**src/rtl/smpq_pkg.sv**
```systemverilog
// ----------------------------------------------------------------------------
// smpq_pkg
// Types and constants shared by the sorted min-priority queue.
// ----------------------------------------------------------------------------
package smpq_pkg;

    localparam int DEFAULT_CAPACITY = 16;
    localparam int VALUE_W          = 32;
    localparam int COUNT_OUT_W      = 5;

    localparam logic KIND_PUSH = 1'b0;
    localparam logic KIND_POP  = 1'b1;

    typedef struct packed {
        logic                      kind;
        logic signed [VALUE_W-1:0] value;
    } t_in_item;

    typedef struct packed {
        logic signed [VALUE_W-1:0] top_value;
        logic                      is_empty;
        logic [COUNT_OUT_W-1:0]    entry_count;
        logic                      rejected;
    } t_out_item;

    // operation broadcast to every cell
    typedef struct packed {
        logic                      push;
        logic                      pop;
        logic signed [VALUE_W-1:0] value;
    } t_cell_ctl;

    // what a cell shows its neighbors
    typedef struct packed {
        logic                      valid;
        logic                      ins;
        logic signed [VALUE_W-1:0] value;
    } t_cell_link;

    typedef struct packed {
        logic                      valid;
        logic signed [VALUE_W-1:0] value;
    } t_cell_state;

endpackage

```
**src/rtl/sorted_min_priority_queue.sv**
```systemverilog
// ----------------------------------------------------------------------------
// sorted_min_priority_queue
// Min-priority queue held as a chain of sorting cells, smallest at cell 0.
// ----------------------------------------------------------------------------
//  channel | direction | handshake               | payload
//  in      | input     | i_in_valid / o_in_stall  | i_in_item  (kind, value)
//  out     | output    | o_out_valid / i_out_stall| o_out_item (top, empty, count, rej)
//
//  One item per cycle unless stalled: every cell decides its next entry from
//  its own compare and its neighbors' combinationally; the result is registered
//  and appears the cycle after the transfer. Synchronous reset empties the queue.
//  Input stalls only while a result is held and the output side stalls.
// ----------------------------------------------------------------------------
module sorted_min_priority_queue #(
    parameter int CAPACITY = smpq_pkg::DEFAULT_CAPACITY
) (
    input  logic               i_clk,
    input  logic               i_rst_n,
    input  logic               i_in_valid,
    input  smpq_pkg::t_in_item i_in_item,
    output logic               o_in_stall,
    output logic               o_out_valid,
    output smpq_pkg::t_out_item o_out_item,
    input  logic               i_out_stall
);
    import smpq_pkg::*;

    localparam int CW = $clog2(CAPACITY + 1);

    t_cell_link  w_link [CAPACITY];
    t_cell_state w_next [CAPACITY];
    t_cell_ctl   w_ctl;

    logic          w_accept;
    logic          w_full;
    logic          w_is_push;
    logic          w_is_pop;
    logic          w_reject;
    logic [CW-1:0] r_count;
    logic [CW-1:0] n_count;
    logic [CW+COUNT_OUT_W-1:0] w_count_ext;
    logic          r_out_valid;
    t_out_item     r_out_item;
    t_out_item     n_out_item;

    assign o_in_stall = r_out_valid && i_out_stall;
    assign w_accept   = i_in_valid && !o_in_stall;
    assign w_full     = w_link[CAPACITY-1].valid;
    assign w_is_push  = w_accept && (i_in_item.kind == KIND_PUSH);
    assign w_is_pop   = w_accept && (i_in_item.kind == KIND_POP);
    assign w_reject   = w_is_push && w_full;

    assign w_ctl = '{push: w_is_push && !w_full,
                     pop:  w_is_pop && w_link[0].valid,
                     value: i_in_item.value};

    for (genvar gi = 0; gi < CAPACITY; gi++) begin : g_cell
        t_cell_link w_left;
        t_cell_link w_right;

        if (gi == 0) begin : g_first
            assign w_left = '{valid: 1'b1, ins: 1'b0, value: '0};
        end else begin : g_mid
            assign w_left = w_link[gi-1];
        end

        if (gi == CAPACITY - 1) begin : g_last
            assign w_right = '{valid: 1'b0, ins: 1'b1, value: '0};
        end else begin : g_inner
            assign w_right = w_link[gi+1];
        end

        smpq_cell u_cell (
            .i_clk   (i_clk),
            .i_rst_n (i_rst_n),
            .i_ctl   (w_ctl),
            .i_left  (w_left),
            .i_right (w_right),
            .o_link  (w_link[gi]),
            .o_next  (w_next[gi])
        );
    end

    always_comb begin
        n_count = r_count;
        if (w_ctl.push) begin
            n_count = r_count + CW'(1);
        end else if (w_ctl.pop) begin
            n_count = r_count - CW'(1);
        end
    end

    assign w_count_ext = {{COUNT_OUT_W{1'b0}}, n_count};

    always_comb begin
        n_out_item.top_value   = w_next[0].valid ? w_next[0].value : '0;
        n_out_item.is_empty    = !w_next[0].valid;
        n_out_item.entry_count = w_count_ext[COUNT_OUT_W-1:0];
        n_out_item.rejected    = w_reject;
    end

    always_ff @(posedge i_clk) begin
        if (!i_rst_n) begin
            r_count     <= '0;
            r_out_valid <= 1'b0;
        end else begin
            if (w_accept) begin
                r_count     <= n_count;
                r_out_valid <= 1'b1;
            end else if (!i_out_stall) begin
                r_out_valid <= 1'b0;
            end
        end
    end

    always_ff @(posedge i_clk) begin
        if (w_accept) begin
            r_out_item <= n_out_item;
        end
    end

    assign o_out_valid = r_out_valid;
    assign o_out_item  = r_out_item;

endmodule

```
**src/rtl/smpq_cell.sv**
```systemverilog
// ----------------------------------------------------------------------------
// smpq_cell
// One slot of the sorted list: holds an entry and moves it left or right.
// ----------------------------------------------------------------------------
module smpq_cell (
    input  logic                 i_clk,
    input  logic                 i_rst_n,
    input  smpq_pkg::t_cell_ctl  i_ctl,
    input  smpq_pkg::t_cell_link i_left,
    input  smpq_pkg::t_cell_link i_right,
    output smpq_pkg::t_cell_link o_link,
    output smpq_pkg::t_cell_state o_next
);
    import smpq_pkg::*;

    logic                      r_valid;
    logic signed [VALUE_W-1:0] r_value;
    logic                      n_valid;
    logic signed [VALUE_W-1:0] n_value;
    logic                      w_ins;

    // insertion point is the first slot that is empty or holds a larger value
    assign w_ins = !r_valid || (r_value > i_ctl.value);

    always_comb begin
        n_valid = r_valid;
        n_value = r_value;
        if (i_ctl.push) begin
            if (i_left.ins) begin
                n_valid = i_left.valid;
                n_value = i_left.value;
            end else if (w_ins) begin
                n_valid = 1'b1;
                n_value = i_ctl.value;
            end
        end else if (i_ctl.pop) begin
            n_valid = i_right.valid;
            n_value = i_right.value;
        end
    end

    always_ff @(posedge i_clk) begin
        if (!i_rst_n) begin
            r_valid <= 1'b0;
        end else begin
            r_valid <= n_valid;
        end
    end

    always_ff @(posedge i_clk) begin
        r_value <= n_value;
    end

    assign o_link = '{valid: r_valid, ins: w_ins, value: r_value};
    assign o_next = '{valid: n_valid, value: n_value};

endmodule

```
**config.mk**
```make
export PLATFORM = sky130hd
export DESIGN_NAME = sorted_min_priority_queue
export DESIGN_NICKNAME = d
export VERILOG_FILES = /design/src/rtl/smpq_pkg.sv /design/src/rtl/sorted_min_priority_queue.sv /design/src/rtl/smpq_cell.sv
export SDC_FILE = /design/constraint.sdc
export NUM_CORES = 2
export LEC_CHECK = 0
export ABC_AREA = 1
export BUFFER_PORTS_ARGS = -buffer_cell sky130_fd_sc_hd__buf_4
export CAP_MARGIN = 20
export CORE_MARGIN = 5
export CORE_UTILIZATION = 55
export DETAILED_ROUTE_END_ITERATION = 10
export PLACE_DENSITY_LB_ADDON = 0.12
export SLEW_MARGIN = 25
export SYNTH_ARGS = -nofsm -noshare
export SYNTH_HDL_FRONTEND = slang
export SYNTH_SLANG_ARGS = --single-unit
```
**constraint.sdc**
```tcl
create_clock -name i_clk -period 5.5 [get_ports i_clk]
set_input_delay 0 -clock i_clk [delete_from_list [all_inputs] [get_ports i_clk]]
set_output_delay 0 -clock i_clk [all_outputs]
set_load 0.01 [all_outputs]
```
==> summary.md <==
| Metric | Value |
|---|---|
| Result of the run | `completed` |
| Cell at the root of the clock tree | `sky130_fd_sc_hd__clkbuf_16` |
| Die outline area | `approximately 0.081 mm^2` |
| Number of different library cells in the post-synthesis netlist | `between 40 and 50` |
| Worst Hold Path Cells | `4` |
| Wirelength per Cell | `~21 um` |
| Count of warnings emitted by yosys | `0` |
| Critical Path Max Stage Delay | `approximately 0.68 ns` |
| Flops & latches, synth | `~570` |
| Clock slew seen by the registers of the worst setup and hold paths | `roughly 0.06 ns` |
| Slowest stage cell on the critical path | `sky130_fd_sc_hd__a21oi_4` |
| Cell row count | `100` |
| Setup slack of the worst register-to-register path | `~1.2 ns` |
| Fraction of synthesis flops using an asynchronous set or reset pin | `0%` |
| Kind of critical path | `input port to flip-flop` |
| Synthesized area per cell | `a little under 8 um^2` |
| Dpl hpwl | `92100 um` |
| Worst Clk Skew | `between 0.01 and 0.015 ns` |
| EDFF count, synth | `between 500 and 600` |
| Number of port buffers | `a little under 80` |
| Number of gates on the worst path with buffers counted | `18` |
| Unrepaired setup endpoints after global routing | `false` |
| Gate count of the mapped netlist | `5264` |
| Die height | `~280 um` |
| IR drop worst, VDD | `roughly 0.23 mV` |
| Startpoint type of the worst setup path | `input port` |
| Cells along the critical path | `dlygate4sd3_1, buf_4, inv_1, ha_1, nand2_1, inv_1, nand3_1, nor3_1, nand2_1, nand2_1, nand2_1, nand3_1, nand3_1, nand2_1, buf_4, inv_2, a21oi_4, buf_4` |
| Number of antenna violations at the first check in global routing | `0` |
| Netlist area before placement | `between 0.04 and 0.05 mm^2` |
| Sequential area share after synthesis | `between 40% and 50%` |
| Total DRC errors in the routed layout | `0` |
| Layout cells sized above 1 | `around 7.0%` |
| Count of hold-fix buffers inserted at cts | `35` |
| Num CTS Buffers | `between 60 and 70` |
| CP required | `around 5.8 ns` |
| Layout overhead on the synthesized area | `9.27%` |
| Power density cells | `about 290 mW/mm^2` |
| Count of pins on the block boundary | `slightly below 80` |
| Data arrival, critical path | `just under 5 ns` |
| Total area of multi-input combinational cells | `between 0.02 and 0.025 mm^2` |
| Final-report hold violation count | `0` |
| Tcrit/Tclk final | `between 80% and 90%` |
| Hold Path Class | `input port to flip-flop` |
| Synthesized Nets | `between 5000 and 6000` |
| GRT Overall Usage | `between 30% and 40%` |
| Final RePlAce weighted congestion | `a little under 0.9` |
| Reg2reg path depth | `15` |
| Total Wirelength | `between 100000 and 150000 um` |
| Initial standard-cell utilization of the core | `a little under three fifths` |
| Net count, final | `~5800` |
| Clock latency on the worst-skew pair | `a little over 0.6 ns` |
| FF+latch area | `~0.017 mm^2` |
| Filler Cell Count | `just under 7000` |
| Wire length of the first global-routing pass | `203000 um` |
| Buf+Inv Stages, Crit Path | `7` |
| CP max FO | `36` |
| Remaining antenna violation count after routing | `0` |
| Ys flop type | `sky130_fd_sc_hd__edfxtp_1` |
| Period minus WS final | `between 4 and 5 ns` |
| Count of maximum capacitance violations | `0` |
| Overall die width | `~280 um` |
| Final-report setup violation count | `0` |
| Clock tree from TritonCTS | `done` |
| Routed via count | `about 38000` |
| Worst setup EP type | `flip-flop` |
| Total congestion overflow | `0` |
| Area of the placeable core | `~0.075 mm^2` |
| Leakage | `between 20 and 25 nW` |
| Via count of the first global-routing pass | `~36000` |
| Setup tns final | `0 ns` |
| Post-route worst hold slack | `roughly 0.021 ns` |
| Pins over their slew limit | `0` |
| Worst-case clock buffer depth | `3` |
| Cell occurring most often along the worst timing path | `sky130_fd_sc_hd__nand2_1` |
| Number of optimization iterations in the first detailed-route pass | `6` |
| Count of H-tree levels built during CTS | `3` |
| Clk sink count | `573` |
| Maximum number of pins on one net before global-route repair | `approximately 230` |
| Initial drt markers | `4208` |
| Max Clk Rate | `between 200 and 250 MHz` |
| Cell family with the largest share of critical-path delay | `buffers and inverters` |
| # diodes | `0` |
| Worst-Margin Slew | `1.17 ns` |
| Number of gates given a new drive strength after cts | `0` |
| Via/cell ratio | `between 6 and 7` |
| Setup Fix Bufs, Post-CTS | `0` |
| Remaining max-slew budget at the tightest pin | `22.3%` |
## Yosys cell counts (12+ instances only)
cell | n | share of area [%]
sky130_fd_sc_hd__nand2_1 | 1406 | 13
sky130_fd_sc_hd__a21oi_2 | 31 | 0.65
sky130_fd_sc_hd__buf_2 | 82 | 0.99
sky130_fd_sc_hd__o21ai_0 | 453 | 5.5
sky130_fd_sc_hd__inv_1 | 458 | 4.1
sky130_fd_sc_hd__nor2_1 | 396 | 3.6
sky130_fd_sc_hd__o21bai_1 | 19 | 0.34
sky130_fd_sc_hd__nand4_1 | 41 | 0.62
sky130_fd_sc_hd__nand3_1 | 383 | 4.6
sky130_fd_sc_hd__buf_1 | 12 | 0.11
sky130_fd_sc_hd__buf_6 | 34 | 0.92
sky130_fd_sc_hd__o21a_1 | 25 | 0.45
sky130_fd_sc_hd__ha_1 | 482 | 15
sky130_fd_sc_hd__nor3_1 | 54 | 0.65
sky130_fd_sc_hd__o21ai_1 | 178 | 2.1
sky130_fd_sc_hd__buf_4 | 20 | 0.36
sky130_fd_sc_hd__o21ai_2 | 18 | 0.38
sky130_fd_sc_hd__dfxtp_1 | 54 | 2.6
sky130_fd_sc_hd__clkbuf_1 | 132 | 1.2
sky130_fd_sc_hd__edfxtp_1 | 519 | 37
sky130_fd_sc_hd__a21oi_1 | 391 | 4.7
## metal layers
layer  GRT usage [%]  wire (um)  share of wire (%)  up-vias
met4            10.4       4790                3.6        0
met1            43.4      55600                 42    17810
met2            50.8      60300                 46     1725
met3            4.35      10800                8.2      301
li1                -          -                  -    17838
met5               0          0                  0        -
## layout make-up
type,count,share of cell area [%]
inverter,474,3.94
clock inverter,28,0.661
clock buffer,96,4.28
tap,969,2.67
timing repair buffer,202,3.74
multi-input combinational,3934,48.0
sequential,573,36.7
## power by group
group | leakage (nW) | switching (mW) | internal, mW
clock | 1.10 | 1.92 | 2.79
combinational | 13.9 | 1.96 | 0.940
sequential | 5.37 | 0.275 | 5.22
## worst register-to-register path: stages (launching register included)
cell                       delay, ns
sky130_fd_sc_hd__edfxtp_1       0.43
sky130_fd_sc_hd__ha_1           0.32
sky130_fd_sc_hd__nand2_1        0.05
sky130_fd_sc_hd__inv_1          0.06
sky130_fd_sc_hd__nand3_1        0.15
sky130_fd_sc_hd__nor3_1         0.58
sky130_fd_sc_hd__nand2_1        0.15
sky130_fd_sc_hd__nand2_1        0.17
sky130_fd_sc_hd__nand2_1        0.09
sky130_fd_sc_hd__nand3_1        0.11
sky130_fd_sc_hd__nand3_1        0.07
sky130_fd_sc_hd__nand2_1        0.06
sky130_fd_sc_hd__buf_4          0.33
sky130_fd_sc_hd__inv_2          0.38
sky130_fd_sc_hd__a21oi_4        0.69
sky130_fd_sc_hd__buf_4          0.37
## stage by stage
step                worst slack [ns]  instances  total power [mW]  cell area (um^2)  utilization, %
floorplan                       1.08       5264              7.51             41600               -
CTS                             1.14       6276              13.1             45400            60.8
global placement                1.08       6115              8.31             42800            57.3
global route                   0.852       6276              13.7             45400            60.8
finish                         0.953       6276              13.1             45400            60.8
detailed placement              1.12       6117              8.39             42800            57.4
## registers in the layout, indices dropped and copies added (netlist names)
signal and cells:
r_count 5, o_out_item 39, g_cell.u_cell.r_valid 16, g_cell.u_cell.r_value 512, o_out_valid 1
## path summary, 6_finish.rpt
check / startpoint / to
max: i_in_item[14] / g_cell[9].u_cell.r_value[4]
min: i_in_item[32] / o_out_item[0]
max reg2reg: g_cell[8].u_cell.r_value[15] / g_cell[9].u_cell.r_value[4]
min reg2reg: r_count[4] / r_count[4]
## kinds of logic after synthesis
family	synth area share [%]
multiplexers	0.0241
XOR/XNOR	0.0843
adder cells (fa/ha/maj)	14.5
flip-flops	40.1
AO/OA/AOI/OAI	14.3
buffers and inverters	7.90
AND/OR/NAND/NOR	23.1
## layout by cell type (no fill, tap or decap), drive strengths merged
cell         netlist  layout
nand4             42      42
a21oi            423     423
xor2               3       3
nor4              14      14
nand3            384     384
xnor2              1       1
nor3b              5       5
and2               2       2
o21a              25      25
nor3              55      55
a21boi             1       1
o21ai            649     649
bufinv             0       7
and3               2       2
edfxtp           519     519
mux2i              1       1
nand3b             1       1
o21bai            19      19
a21o               4       4
nor2             407     407
nand2           1411    1411
clkinv             3      24
clkbuf           135      96
dlygate4sd3        0      35
buf              148     167
ha               482     482
o31ai              1       1
inv              471     471
dfxtp             54      54
o22ai              2       2
Note: power is estimated with default switching activity, not from simulation.
